==> src/hw/rtl/ipfl_ram.sv <==
// Generic single-port-write, single-port-read RAM with a registered read.
`timescale 1ns / 1ps
`default_nettype none
module ipfl_ram #(
  parameter int unsigned Width = 8,
  parameter int unsigned Depth = 16
) (
  input  wire logic                              clk_i,
  input  wire logic                              we_i,
  input  wire logic [$clog2(Depth > 1 ? Depth : 2)-1:0] waddr_i,
  input  wire logic [Width-1:0]                  wdata_i,
  input  wire logic                              re_i,
  input  wire logic [$clog2(Depth > 1 ? Depth : 2)-1:0] raddr_i,
  output logic      [Width-1:0]                  rdata_o
);
  logic [Width-1:0] mem_q [Depth];
  logic [Width-1:0] rdata_q;

  always_ff @(posedge clk_i) begin
    if (we_i) begin
      mem_q[waddr_i] <= wdata_i;
    end
    if (re_i) begin
      rdata_q <= mem_q[raddr_i];
    end
  end

  assign rdata_o = rdata_q;
endmodule
`default_nettype wire
==> config.mk <==
export PLATFORM = sky130hd
export DESIGN_NAME = ipfl_ram
export DESIGN_NICKNAME = d
export VERILOG_FILES = /design/src/hw/rtl/ipfl_ram.sv
export SDC_FILE = /design/constraint.sdc
export NUM_CORES = 1
export LEC_CHECK = 0
export BUFFER_PORTS_ARGS = -buffer_cell sky130_fd_sc_hd__clkbuf_2
export CORE_AREA = 2 2 104 106
export CTS_BUF_LIST = sky130_fd_sc_hd__clkbuf_4 sky130_fd_sc_hd__clkbuf_8 sky130_fd_sc_hd__clkbuf_16
export DETAILED_ROUTE_END_ITERATION = 10
export DIE_AREA = 0 0 106 108
export MAX_ROUTING_LAYER = met4
export PLACE_DENSITY = 0.68
export SYNTH_ARGS = -nofsm -noshare
export SYNTH_HDL_FRONTEND = slang
export SYNTH_SLANG_ARGS = --single-unit
==> constraint.sdc <==
create_clock -name clk_i -period 3.4 [get_ports clk_i]
set_clock_uncertainty 0.05 [all_clocks]
set_input_delay 0.68 -clock clk_i [delete_from_list [all_inputs] [get_ports clk_i]]
set_output_delay 0.68 -clock clk_i [all_outputs]
set_load 0.005 [all_outputs]
==> impl_metrics.env <==
export IMPL_irDropWorstVdd_mv=0.330
export IMPL_clock_sinks=136
export IMPL_path_max_fanout=8
export IMPL_antenna_found_initial=0
export IMPL_synth_distinct_cells=18
export IMPL_hold_viol=0
export IMPL_vias=2476
export IMPL_yosys_warnings=0
export IMPL_cp_required_ns=3.49
export IMPL_viasPerCell=5.81
export IMPL_routed_wl_mm=10.0
export IMPL_place_gp_congestion=0.724
export IMPL_synth_edf_count=136
export IMPL_worst_setup_path_start_kind="primary input"
export IMPL_power_density_mw_per_mm2=637
export IMPL_setup_viol=0
export IMPL_ant_nets=0
export IMPL_pin_count=27
export IMPL_clkLatencyLatePin_ns=0.52
export IMPL_ys_ff_latch=136
export IMPL_drive_gt1_share_pct=30.7
export IMPL_clkTransAtPathRegs_ns=0.06
export IMPL_cpPeakStageDelay_ns=0.59
export IMPL_start_util_pct=51.1
export IMPL_route_detailed_drc=0
export IMPL_utilization_pct=60.3
export IMPL_worst_path_max_delay_cell="nor2_1"
export IMPL_status="finished clean"
export IMPL_grt_max_degree=33
export IMPL_syn_area_per_cell_sq_um=22.8
export IMPL_hpwl_mm=6.14
export IMPL_port_buffers=26
export IMPL_yosys_area_top_type="edfxtp_1"
export IMPL_grt_pass1_wl_mm=15.2
export IMPL_synth_area_leaders="edfxtp_1 78%, mux4_2 7.8%, mux4_1 7.0%, a22oi_1 2.3%, nor2_1 0.93%"
export IMPL_ctsRootBufferMaster="clkbuf_8"
export IMPL_coreArea_sq_mm=0.0102
export IMPL_fp_dieH_microns=108
export IMPL_hp_class="primary input to flop"
export IMPL_muxShareOfSynthArea_pct=14.8
export IMPL_wl_per_cell_microns=23.5
export IMPL_synthXorXnorAreaFrac_pct=0
export IMPL_seq_area_frac_synth_pct=78.1
export IMPL_cts_tree="done"
export IMPL_tns_ns=0
export IMPL_cts_resized=0
export IMPL_ys_flop_type="edfxtp_1"
export IMPL_drtPass1Iterations=4
export IMPL_fin_area_sq_mm=0.00616
export IMPL_slew_violations=0
export IMPL_rows=37
export IMPL_cts_hold_buf=0
export IMPL_die_width_microns=106
export IMPL_syn_area_sq_mm=0.00523
export IMPL_synth_compound_area_share_pct=2.30
export IMPL_die_area_sq_mm=0.0114
export IMPL_drv_cap=0
export IMPL_syn_to_final_growth_pct=17.9
export IMPL_num_fill_cells=716
export IMPL_timing_final_crit_period_ns=1.80
export IMPL_syn_inst=229
export IMPL_synth_nets=248
export IMPL_endpoint_kind="flop"
export IMPL_diodes=0
export IMPL_fmaxAchievable_mhz=556
export IMPL_fin_crit_sh_pct=52.9
export IMPL_path_cells="clkbuf_2 -> or3b_2 -> nor2_1"
export IMPL_synth_most_common_cell="edfxtp_1"
export IMPL_yosys_area_share_simple_pct=3.14
export IMPL_grt_overflow_total=0
export IMPL_synth_top_area_share_pct=78.1
export IMPL_rsz0062_at_grt="no"
export IMPL_relSlewSlack_pct=44.2
export IMPL_arrival_ns=1.89
export IMPL_grt_pass1_vias=2431
export IMPL_netlist_top_cells_count="136 x edfxtp_1, 18 x mux4_2, 16 x a22oi_1, 14 x mux4_1, 13 x nor2_1"
export IMPL_total_leakage_power_nw=2.08
export IMPL_yosys_area_share_adder_pct=0
export IMPL_worst_slew_pin_slew_ns=0.834
export IMPL_postCtsSetupRepairBufs=0
export IMPL_fin_nets=296
export IMPL_placed_cell_area_sq_mm=0.00555
export IMPL_async_reset_ff_share_pct=0
export IMPL_htree_num_levels=4
export IMPL_track_usage_pct=20.0
export IMPL_numCtsBuffers=17
export IMPL_drt_iter0_drc=268
export IMPL_crit_type="primary input to flop"
export IMPL_synth_top_family_by_area="multiplexers"
export IMPL_cts_path_max_buffers=2
export IMPL_p_total_mw=3.93
flip-flops by register name, summed over array words and instances (netlist names):
name / count
mem_q: 128
rdata_o: 8
worst paths after layout:
check                                  start          end  slack [ns]  cells after the start
worst min register to register  mem_q[14][2]   rdata_o[2]        0.69                      3
worst max-delay path              waddr_i[2]  mem_q[1][3]        1.60                      3
worst max register to register   mem_q[5][2]   rdata_o[2]        1.87                      3
worst min-delay path              wdata_i[7]  mem_q[4][7]        0.53                      1
cells by family (layout without fill, tap and decap cells):
logic type             after synthesis  in the layout
AOI/OAI and AO/OA                   16             16
buffers and inverters               10             71
DFF                                136            136
muxes                               32             32
and+or+nand+nor                     35             35
final cells by class:
class | instances | area (sq um) | share of cell area [%]
multi-input combinational | 83 | 1060 | 17.2
clock buffer | 17 | 414 | 6.72
tap | 136 | 170 | 2.76
sequential | 136 | 4080 | 66.2
clock inverter | 15 | 199 | 3.23
timing repair buffer | 39 | 240 | 3.90
per-stage QoR:
| stage | instances | setup WS, ns | hold WS [ns] |
|---|---|---|---|
| floorplan | 229 | 1.18 | 0.655 |
| global placement | 394 | 1.09 | 0.677 |
| detailed placement | 394 | 1.05 | 0.687 |
| CTS | 426 | 1.56 | 0.503 |
| global route | 426 | 1.55 | 0.522 |
| finish | 426 | 1.60 | 0.528 |
critical path: cells and delay by family:
kind | cells | cell delay [ns]
simple gates | 2 | 1.11
buf+inv | 1 | 0.10
per-layer routing:
| metal | vias to the layer above | share of wire (%) | track usage, % |
|---|---|---|---|
| li1 | 1080 | - | - |
| met1 | 1274 | 42 | 27.6 |
| met2 | 109 | 49 | 29.5 |
| met3 | 13 | 6.9 | 5.06 |
| met4 | 0 | 1.4 | 7.33 |
| met5 | - | 0 | - |
placed cells by master, fill, tap and decap left out, drive strengths merged:
| cell | instances |
|---|---|
| and2 | 1 |
| and2b | 1 |
| nor2 | 13 |
| nand3b | 2 |
| bufinv | 4 |
| clkinv | 4 |
| mux4 | 32 |
| clkinvlp | 4 |
| nor3 | 4 |
| a22oi | 16 |
| or3b | 1 |
| nand3 | 1 |
| edfxtp | 136 |
| inv | 3 |
| clkbuf | 43 |
| buf | 13 |
| nor2b | 1 |
| nand2b | 2 |
| nand2 | 9 |
power breakdown:
part / switching [mW] / leakage [nW] / internal, mW
combinational: 0.0980 / 0.551 / 0.0701
clock: 0.669 / 0.289 / 1.19
sequential: 0.00906 / 1.24 / 1.89
total: 0.776 / 2.08 / 3.15
No activity file was read; power rests on OpenSTA's default activity.
